==> src/design/rslt_pkg.sv <==
`default_nettype none
package rslt_pkg;
  localparam int MapWords = 4096;
  localparam int MapAddrW = 12;
  localparam int HalfWords = 2048;
  localparam logic [31:0] SeqSpan = 32'd65536;
  localparam logic [31:0] DesyncGap = 32'd536;
  localparam logic [31:0] WrapLimit = 32'd65000;

  typedef enum logic [2:0] {
    ST_START   = 3'd0,
    ST_RESET   = 3'd1,
    ST_DESYNC  = 3'd2,
    ST_DUP     = 3'd3,
    ST_ADVANCE = 3'd4,
    ST_LATE    = 3'd5,
    ST_NEWMIN  = 3'd6,
    ST_ERROR   = 3'd7
  } status_t;

  typedef enum logic [2:0] {
    S_INIT, S_IDLE, S_DECIDE, S_READ, S_UPDATE, S_CLEAR, S_OUT
  } fsm_t;

  // clear sweep kinds
  typedef enum logic [1:0] {
    CLR_NONE, CLR_ALL, CLR_LOW, CLR_HIGH
  } clr_t;

  // controller -> datapath
  typedef struct packed {
    logic capture;
    logic decide;
    logic rd;
    logic update;
    logic clr_step;
    logic clr_start;
    logic load_out;
  } cmd_t;

  // datapath -> controller
  typedef struct packed {
    logic need_clear;
    logic need_read;
    logic clr_done;
  } sts_t;
endpackage
`default_nettype wire

==> src/design/rslt_ctrl.sv <==
`default_nettype none
module rslt_ctrl (
  input  wire logic            clk,
  input  wire logic            rst,
  input  wire logic            in_fire,
  input  wire logic            out_busy,
  input  wire rslt_pkg::sts_t  sts,
  output rslt_pkg::cmd_t       cmd,
  output logic                 in_ready
);
  import rslt_pkg::*;

  fsm_t state, state_next;

  always_ff @(posedge clk) begin
    if (rst) state <= S_INIT;
    else state <= state_next;
  end

  // next state
  always_comb begin
    state_next = state;
    case (state)
      S_INIT:   if (sts.clr_done) state_next = S_IDLE;
      S_IDLE:   if (in_fire) state_next = S_DECIDE;
      S_DECIDE: begin
        if (sts.need_clear) state_next = S_CLEAR;
        else state_next = S_READ;
      end
      S_CLEAR:  if (sts.clr_done) state_next = S_READ;
      S_READ:   state_next = S_UPDATE;
      S_UPDATE: state_next = S_OUT;
      S_OUT:    if (!out_busy) state_next = S_IDLE;
      default:  state_next = S_IDLE;
    endcase
  end

  // outputs
  always_comb begin
    cmd = '0;
    in_ready = 1'b0;
    case (state)
      S_INIT:   cmd.clr_step = 1'b1;
      S_IDLE: begin
        in_ready = 1'b1;
        cmd.capture = in_fire;
      end
      S_DECIDE: begin
        cmd.decide = 1'b1;
        cmd.clr_start = sts.need_clear;
      end
      S_CLEAR:  cmd.clr_step = 1'b1;
      S_READ:   cmd.rd = 1'b1;
      S_UPDATE: cmd.update = 1'b1;
      S_OUT:    cmd.load_out = !out_busy;
      default:  cmd = '0;
    endcase
  end
endmodule
`default_nettype wire

==> config.mk <==
export PLATFORM = sky130hd
export DESIGN_NAME = rslt_ctrl
export DESIGN_NICKNAME = d
export VERILOG_FILES = /design/src/design/rslt_pkg.sv /design/src/design/rslt_ctrl.sv
export SDC_FILE = /design/constraint.sdc
export NUM_CORES = 1
export LEC_CHECK = 0
export BUFFER_PORTS_ARGS = -buffer_cell sky130_fd_sc_hd__buf_2
export CORE_AREA = 2 2 39 41
export DETAILED_ROUTE_END_ITERATION = 16
export DIE_AREA = 0 0 41 43
export GPL_TIMING_DRIVEN = 0
export PLACE_DENSITY_LB_ADDON = 0.05
export SYNTH_ARGS = -nofsm -noshare
export SYNTH_HDL_FRONTEND = slang
export SYNTH_SLANG_ARGS = --single-unit
export TNS_END_PERCENT = 10
==> constraint.sdc <==
create_clock -name clk -period 2 [get_ports clk]
set_clock_uncertainty 0.05 [all_clocks]
set_input_delay 0.2 -clock clk [delete_from_list [all_inputs] [get_ports clk]]
set_output_delay 0.2 -clock clk [all_outputs]
set_load 0.05 [all_outputs]
==> flow_metrics.tcl, run 1 <==
set metrics [dict create \
    status "finished clean" \
    worstSetupStartpoint "state[0]" \
    layout.nets 56 \
    fp.dieW_um 41 \
    clock_insertion_delay_worst_skew_ns 0.23 \
    clkSlewWorstSetupHoldPaths_ns 0.04 \
    grt_max_degree 11 \
    synth_async_sr_flop_share_pct 0 \
    clock_sink_count 3 \
    avgRoutedWirePerCell_um 11.2 \
    maxClockFrequency_ghz 0.614 \
    worstReg2RegStart "state[0]" \
    postSynthNetCount 38 \
    worst_hold_path.endpoint "state[0]" \
    core-area_sq_mm 0.00138 \
    synth_seq_cells 3 \
    critPathLaunchType "flop" \
    flip_flop_count_of_the_largest_register_after_layout 3 \
    drt_pass1_iterations 4 \
    dominant_cell_type_by_area_after_synthesis "dfxtp_1" \
    critPathArrivalTime_ns 1.38 \
    place.gp.congestion 0.732 \
    die_y_um 43 \
    r2r_end "state[1]" \
    synth_cell_types 23 \
    grt_remaining_overflow 0 \
    ys_dominant_reg_cell "dfxtp_1" \
    cts-htree-levels 1 \
    internal_reg_to_reg_setup_slack_ns 0.83 \
    wirelength_met1_um 363 \
    setup-violations-final 0 \
    io_pins 15 \
    dieArea_sq_mm 0.00176 \
    totalWireLength_um 716 \
    p_int_uw 185 \
    worst_hold_path_type "primary input to flop" \
    number_of_cells_traversed_by_the_worst_hold_path 2 \
    route.met2.wl_um 280 \
    hold_buffers 0 \
    wl_met3_um 72 \
    core.rowCount 14 \
    max-slew-margin-rel_pct 81.3 \
    netSwitchingPower_uw 137 \
    drt_iter0_drc 8 \
    antenna_found_initial 0 \
    top_metal_layer_carrying_routed_signals "met3" \
    synthCells 31 \
    post-route-min-period_ns 1.63 \
    cts_setup_buffers 0 \
    irDropWorstVdd_mv 0.314 \
    fin_crit_sh_pct 81.4 \
    final.setup.tns_ns 0 \
    number_of_clock_buffers_inserted_by_tritoncts 3 \
    grt_usage_pct 9.44 \
    mean_instance_size_in_the_synthesized_netlist_sq_um 7.83 \
    power_frac_seq_pct 23.3 \
    switching_share_pct 42.6 \
    timing_worst_slew_pin_value_ns 0.280 \
    global_route_wire_length_before_repair_um 1090 \
    p_per_area_mw_per_mm2 908 \
    design_power_total_uw 321 \
    rr_worst_depth 4 \
    ratio_of_cells_with_drive_above_1_in_the_final_layout_pct 45.8 \
    post-synth-top-area-fraction_pct 24.7 \
    portBuffers 13 \
    critPathMaxFanout 10 \
    cts.root.buffer_cell "clkbuf_4" \
    final_hold_viol_count 0 \
    number_of_max_cap_violations 0 \
    leakage_nw 0.176 \
    cts_buffer_depth 2 \
    route.detailed.drc 0 \
    cp_data_required_time_ns 1.75 \
    cp-end-kind "primary output" \
    placedInstanceArea_sq_um 328 \
    power_frac_comb_pct 43.9 \
    n_antenna_cell 0 \
    holdWs_ns 0.111 \
    seq_area_frac_synth_pct 24.7 \
    num_vias 281 \
    mappedNetlistArea_sq_um 243 \
    design_area_sq_um 354 \
    cts_tree "yes" \
    grt_pass1_vias 247 \
    post_synthesis_to_final_layout_area_growth_pct 45.9 \
    register_name_with_the_most_flops "state" \
    hp-start "rst" \
    yosys_warnings 0 \
    synthTopCellsByArea "dfxtp_1, a21oi_1, and4bb_2" \
    final_max_slew_viol_count 0 \
    rsz0062_at_grt "no" \
    type_of_the_setup_path_with_the_least_slack "flop to primary output" \
    drt-vias-per-instance 4.39 \
    floorplan.initialDensity_pct 17.5 \
    reg_top3 "state x3" \
    power.clock.fraction_pct 32.7 \
    count_of_flip_flops_with_a_built_in_enable_after_synthesis 0 \
    postRouteAntennaNets 0 \
    cts-resized-gates 0 \
]
==> Yosys cell counts, types with 2 or more instances <==
library cell / number
inv_1: 2
nand2b_1: 2
nor2_1: 3
dfxtp_1: 3
a21oi_1: 3
==> cell type report <==
class,instances,area [sq um]
Fill cell,165,1030
Multi-Input combinational cell,23,159
Timing Repair Buffer,13,65.1
Sequential cell,3,60.1
Clock buffer,4,26.3
Tap cell,16,20.0
Buffer,2,12.5
Inverter,3,11.3
==> cells by family after synthesis <==
logic type	synth area share [%]
AND/OR/NAND/NOR	36.1
AO/OA/AOI/OAI	25.8
buffers and inverters	9.79
flip-flops	24.7
XOR/XNOR	3.61
==> routing by layer <==
metal	GRT usage, %	vias to the layer above
met5	0	-
met4	2.00	0
met3	6.28	0
met2	11.3	12
met1	13.8	122
li1	-	147
==> how the worst max path moves through the flow <==
stage             end  slack, ns  depth (start not counted)
6_report       cmd[1]       0.37                          4
5_1_grt        cmd[0]       0.26                          4
4_1_cts        cmd[1]       0.37                          4
3_5_place_dp   cmd[1]       0.63                          4
3_3_place_gp   cmd[1]       0.64                          4
2_1_floorplan  cmd[0]       0.01                          3
==> power by group through the flow <==
stage | logic [mW] | registers (mW) | clock network, mW
floorplan | 0.111 | 0.0731 | 0
global placement | 0.142 | 0.0757 | 0
detailed placement | 0.142 | 0.0758 | 0
CTS | 0.142 | 0.0750 | 0.113
global route | 0.152 | 0.0763 | 0.123
finish | 0.141 | 0.0751 | 0.105
==> metrics by stage <==
stage / setup WS (ns) / std cells / utilization (%)
final: 0.371 / 64 / 25.6
after global routing: 0.261 / 64 / 25.6
after CTS: 0.366 / 64 / 25.6
after detailed placement: 0.625 / 60 / 23.7
after global placement: 0.645 / 60 / 23.7
after floorplan: 0.00956 / 31 / -
==> worst max-delay path, stage by stage, from the launching register on <==
cell and delay (ns):
dfxtp_1 0.33, buf_2 0.19, nor3b_2 0.23, and2_1 0.15, buf_2 0.25
==> placed cells by master, fill, tap and decap left out, drive strengths merged <==
master / instances
buf: 15
clkbuf: 4
nor2: 3
a21oi: 3
dfxtp: 3
inv: 3
nand2b: 2
nor3b: 2
nor3: 1
and3: 1
and2: 1
nor2b: 1
xor2: 1
and4bb: 1
o32a: 1
o21ai: 1
or2: 1
a211o: 1
a31oi: 1
a221o: 1
o211ai: 1
Power figures use the tool's default switching activity.
==> inputs of run 2 (changes only) <==
==> constraint.sdc (replaced) <==
create_clock -name clk -period 1.6 [get_ports clk]
set_clock_uncertainty 0.05 [all_clocks]
set_input_delay 0.16 -clock clk [delete_from_list [all_inputs] [get_ports clk]]
set_output_delay 0.16 -clock clk [all_outputs]
set_load 0.05 [all_outputs]
==> run 2 against run 1 <==
Clock power up 29%. Count of clock-buffer cells in the layout stayed put. Cell count unchanged. Wire length fell by 3.6%. Register-to-register slack got worse by 0.34 ns. Global-route usage rose by 0.96 points. Worst hold slack worse by 0.040 ns. Non-clock buffer count is the same. Utilization is 1.3 points higher. First-iteration DRC count fell by 100%. Flip-flop and latch count stayed put.
==> flow_metrics.tcl, run 2 (same netlist as run 1, synthesis figures left out) <==
set metrics [dict create \
    global_route_wire_length_before_repair_um 1150 \
    postRouteAntennaNets 0 \
    internal_reg_to_reg_setup_slack_ns 0.49 \
    footprint_of_the_multi_input_gates_sq_um 170 \
    grt_remaining_overflow 0 \
    drt_pass1_iterations 1 \
    cpPeakStageDelay_ns 0.32 \
    n_antenna_cell 0 \
    final_max_slew_viol_count 0 \
    io_pins 15 \
    crit_path_cell_trace "buf_2 -> nor3b_4 -> and2_1 -> buf_4" \
    critPathArrivalTime_ns 1.31 \
    final_hold_viol_count 0 \
    status "finished clean" \
    r2r_end "state[2]" \
    number_of_clock_buffers_inserted_by_tritoncts 3 \
    place.gp.congestion 0.711 \
    core-area_sq_mm 0.00138 \
    maxClockFrequency_ghz 0.660 \
    number_of_cells_traversed_by_the_worst_hold_path 2 \
    worst_hold_path_type "primary input to flop" \
    cts-htree-levels 1 \
    totalWireLength_um 690 \
    type_of_the_setup_path_with_the_least_slack "flop to primary output" \
    path_buf_inv 2 \
    avgRoutedWirePerCell_um 10.8 \
    design_power_total_uw 411 \
    cts.root.buffer_cell "clkbuf_4" \
    ratio_of_cells_with_drive_above_1_in_the_final_layout_pct 50.0 \
    irDropWorstVdd_mv 0.506 \
    layout.nets 56 \
    fill_cells 160 \
    cts_buffer_depth 2 \
    num_vias 285 \
    worst_hold_path.endpoint "state[2]" \
    clkSlewWorstSetupHoldPaths_ns 0.04 \
    critPathLaunchType "flop" \
    cts_tree "yes" \
    grt_usage_pct 10.4 \
    wl_met3_um 87 \
    register_name_with_the_most_flops "state" \
    critPathMaxFanout 10 \
    mostFrequentLayoutCells "buf_2, buf_4, nor2_1, a21oi_1, clkbuf_4" \
    max-slew-margin-rel_pct 83.3 \
    grt_pass1_vias 269 \
    core.rowCount 14 \
    rr_worst_depth 3 \
    cts_setup_buffers 0 \
    path_delay_family "buffers and inverters" \
    grt_max_degree 11 \
    antenna_found_initial 0 \
    clock_sink_count 3 \
    drt-vias-per-instance 4.45 \
    reg_top3 "state x3" \
    number_of_max_cap_violations 0 \
    dieArea_sq_mm 0.00176 \
    wirelength_met1_um 325 \
    sequential_cell_area_sq_um 61.3 \
    slowest_stage "dfxtp_1" \
    top_metal_layer_carrying_routed_signals "met3" \
    post_synthesis_to_final_layout_area_growth_pct 53.1 \
    flip_flop_count_of_the_largest_register_after_layout 3 \
    clock_insertion_delay_worst_skew_ns 0.23 \
    leakage_nw 0.176 \
    post-route-min-period_ns 1.52 \
    timing_worst_slew_pin_value_ns 0.251 \
    layout_commonest_cell "buf_2" \
    drt_iter0_drc 0 \
    route.detailed.drc 0 \
    floorplan.initialDensity_pct 17.5 \
    hp-start "rst" \
    die_y_um 43 \
    worstReg2RegStart "state[0]" \
    fin_crit_sh_pct 94.7 \
    fp.dieW_um 41 \
    cp-end-kind "primary output" \
    hold_buffers 0 \
    setup-violations-final 0 \
    cp_data_required_time_ns 1.39 \
    portBuffers 13 \
    rsz0062_at_grt "no" \
    p_per_area_mw_per_mm2 1100 \
    route.met2.wl_um 277 \
    final_core_util_pct 26.9 \
]
-- run 2: cell counts in the layout (fill, tap and decap cells not counted) --
No cell type changed its count.
-- run 2: layer usage --
layer  up-vias  GRT usage (%)
met5         -              0
met1       127           11.4
met2        14           13.8
met3         0           7.85
met4         0           6.00
li1        144              -
-- run 2: worst max path at each step --
stage                   from      to  depth (start not counted)
finish              state[0]  cmd[1]                          4
floorplan           state[0]  cmd[1]                          3
detailed placement  state[0]  cmd[1]                          4
global placement    state[0]  cmd[1]                          4
CTS                 state[0]  cmd[1]                          4
global route        state[0]  cmd[4]                          3
-- run 2: per-stage QoR --
step | setup slack [ns] | setup TNS (ns) | cells | hold slack, ns | cell area, sq um
floorplan | -0.331 | -0.575 | 31 | 0.179 | 248
global placement | 0.277 | 0 | 60 | 0.315 | 333
detailed placement | 0.263 | 0 | 60 | 0.313 | 333
CTS | 0.00638 | 0 | 64 | 0.0616 | 359
global route | 0.0185 | 0 | 64 | 0.0739 | 372
finish | 0.0842 | 0 | 64 | 0.0704 | 372
-- run 2: repair_timing --
item,in CTS,in global routing
setup endpoints to repair,0,3
endpoints found under the hold margin,0,0
resized for setup,0,6
-- run 2: power by group --
group	switching, mW	internal (mW)
combinational	0.125	0.0569
clock	0.0412	0.0936
sequential	0.00960	0.0845
total	0.176	0.235
-- run 2: area by class of cell --
class,count,area share [%]
multi-input cells,23,45.8
clock buffers,4,7.07
repair buffers,13,18.9
inverters,3,3.03
plain buffers,2,3.37
flip-flops and latches,3,16.5
well taps,16,5.39
==> inputs of run 3 (changes only) <==
--- a/config.mk
+++ b/config.mk
@@ -7,9 +7,9 @@
 export LEC_CHECK = 0
 export BUFFER_PORTS_ARGS = -buffer_cell sky130_fd_sc_hd__buf_2
 export CORE_AREA = 2 2 39 41
+export CTS_CLUSTER_DIAMETER = 60
 export DETAILED_ROUTE_END_ITERATION = 16
 export DIE_AREA = 0 0 41 43
-export GPL_TIMING_DRIVEN = 0
 export PLACE_DENSITY_LB_ADDON = 0.05
 export SYNTH_ARGS = -nofsm -noshare
 export SYNTH_HDL_FRONTEND = slang
==> run 3 against run 2 <==
Design area shrank 4.0%. Critical path depth is 1 lower. Non-clock buffer count is 1 lower. Sequential power is 13% higher. Maximum frequency rose by 3.7%. Total power shrank 3.0%. Clock power shrank 3%. Wire length fell by 4.8%. Highest routed layer is now met4.
==> flow_metrics.tcl, run 3 (same netlist as run 1, synthesis figures left out) <==
set metrics [dict create \
    status "finished clean" \
    r2r_end "state[2]" \
    hp-start "rst" \
    flip_flop_count_of_the_largest_register_after_layout 3 \
    number_of_max_cap_violations 0 \
    cpPeakStageDelay_ns 0.38 \
    number_of_clock_buffers_inserted_by_tritoncts 3 \
    internal_reg_to_reg_setup_slack_ns 0.48 \
    instances_no_fill 63 \
    grt_remaining_overflow 0 \
    netSwitchingPower_uw 168 \
    grt_usage_pct 10.3 \
    rr_worst_depth 3 \
    grt_pass1_vias 273 \
    die_y_um 43 \
    cts_buffer_depth 2 \
    core-area_sq_mm 0.00138 \
    p_per_area_mw_per_mm2 1120 \
    fp.dieW_um 41 \
    clock_insertion_delay_worst_skew_ns 0.23 \
    setup-violations-final 0 \
    cts.root.buffer_cell "clkbuf_4" \
    power_frac_seq_pct 26.6 \
    avgRoutedWirePerCell_um 10.4 \
    holdWs_ns 0.0744 \
    global_route_wire_length_before_repair_um 1150 \
    worst_hold_path.endpoint "state[0]" \
    clkSlewWorstSetupHoldPaths_ns 0.04 \
    crit_path_cell_trace "nor3b_2 -> and2_1 -> buf_2" \
    floorplan.initialDensity_pct 17.5 \
    critPathMaxFanout 6 \
    cts_setup_buffers 0 \
    critPathLaunchType "flop" \
    core.rowCount 14 \
    place.gp.congestion 0.744 \
    worst_hold_path_type "primary input to flop" \
    totalWireLength_um 657 \
    number_of_cells_traversed_by_the_worst_hold_path 2 \
    switching_share_pct 42.3 \
    final_max_slew_viol_count 0 \
    route.detailed.drc 0 \
    p_int_uw 230 \
    drt_iter0_drc 3 \
    leakage_nw 0.173 \
    final_core_util_pct 25.8 \
    type_of_the_setup_path_with_the_least_slack "flop to primary output" \
    irDropWorstVdd_mv 0.486 \
    portBuffers 13 \
    reg_top3 "state x3" \
    slowest_stage "dfxtp_1" \
    rsz0062_at_grt "no" \
    worstReg2RegStart "state[0]" \
    mostFrequentLayoutCells "buf_2, nor2_1, a21oi_1, clkbuf_4" \
    post_synthesis_to_final_layout_area_growth_pct 46.9 \
    max-slew-margin-rel_pct 83.3 \
    final_hold_viol_count 0 \
    timing_worst_slew_pin_value_ns 0.251 \
    path_delay_family "simple AND/OR/NAND/NOR gates" \
    cts_tree "yes" \
    hold_buffers 0 \
    path_buf_inv 1 \
    cts-htree-levels 1 \
    grt_max_degree 14 \
    fin_crit_sh_pct 91.4 \
    detailed_place_hpwl_um 512 \
    num_vias 286 \
    n_antenna_cell 0 \
    maxClockFrequency_ghz 0.684 \
    post-route-min-period_ns 1.46 \
    cp-end-kind "primary output" \
    ratio_of_cells_with_drive_above_1_in_the_final_layout_pct 51.1 \
    power.clock.fraction_pct 32.9 \
    io_pins 15 \
    cp_data_required_time_ns 1.39 \
    dieArea_sq_mm 0.00176 \
    antenna_found_initial 0 \
    drt-vias-per-instance 4.54 \
    power_frac_comb_pct 40.4 \
    clock_sink_count 3 \
    postRouteAntennaNets 0 \
    fill_cells 155 \
    drt_pass1_iterations 4 \
    register_name_with_the_most_flops "state" \
    critPathArrivalTime_ns 1.25 \
    layout_commonest_cell "buf_2" \
    layout.nets 55 \
    post-place-cells 59 \
]
## run 3: area by class of cell
type	count	area [sq um]	share of cell area, %
multi-input cells	23	164	46.0
repair buffers	14	72.6	20.4
flip-flops and latches	3	62.6	17.5
clock buffers	4	26.3	7.37
well taps	16	20.0	5.61
inverters	3	11.3	3.16
## run 3: timing repair
item                                    in CTS  in global routing
resized for setup                            1                  1
endpoints found under the hold margin        0                  0
endpoints found under the setup margin       1                  1
## run 3: power by group through the flow
| stage | Sequential, mW | Clock, mW | Combinational, mW |
|---|---|---|---|
| after global routing | 0.109 | 0.148 | 0.172 |
| after detailed placement | 0.106 | 0 | 0.162 |
| after floorplan | 0.0914 | 0 | 0.140 |
| after CTS | 0.106 | 0.140 | 0.162 |
| after global placement | 0.107 | 0 | 0.162 |
| final | 0.106 | 0.131 | 0.161 |
## run 3: how the worst max path moves through the flow
stage,cells past startpoint,slack (ns),endpoint,startpoint
final,3,0.14,cmd[1],state[1]
after global routing,3,0.03,cmd[1],state[1]
after CTS,3,0.08,cmd[3],state[2]
after detailed placement,2,0.25,cmd[6],state[0]
after global placement,2,0.25,cmd[6],state[0]
after floorplan,3,-0.33,cmd[1],state[0]
## run 3: layer usage
layer	GRT usage (%)	vias up	routed length, um
met5	0	-	0
met1	12.1	127	310
met2	12.5	12	268
li1	-	145	-
met3	8.38	2	65
met4	6.00	0	14
## run 3: per-stage QoR
step	power, mW	setup slack, ns	instance area, sq um	setup TNS (ns)
2_1_floorplan	0.231	-0.331	248	-0.575
3_3_place_gp	0.269	0.252	328	0
3_5_place_dp	0.268	0.246	328	0
4_1_cts	0.408	0.0817	355	0
5_1_grt	0.429	0.0344	357	0
6_report	0.398	0.138	357	0
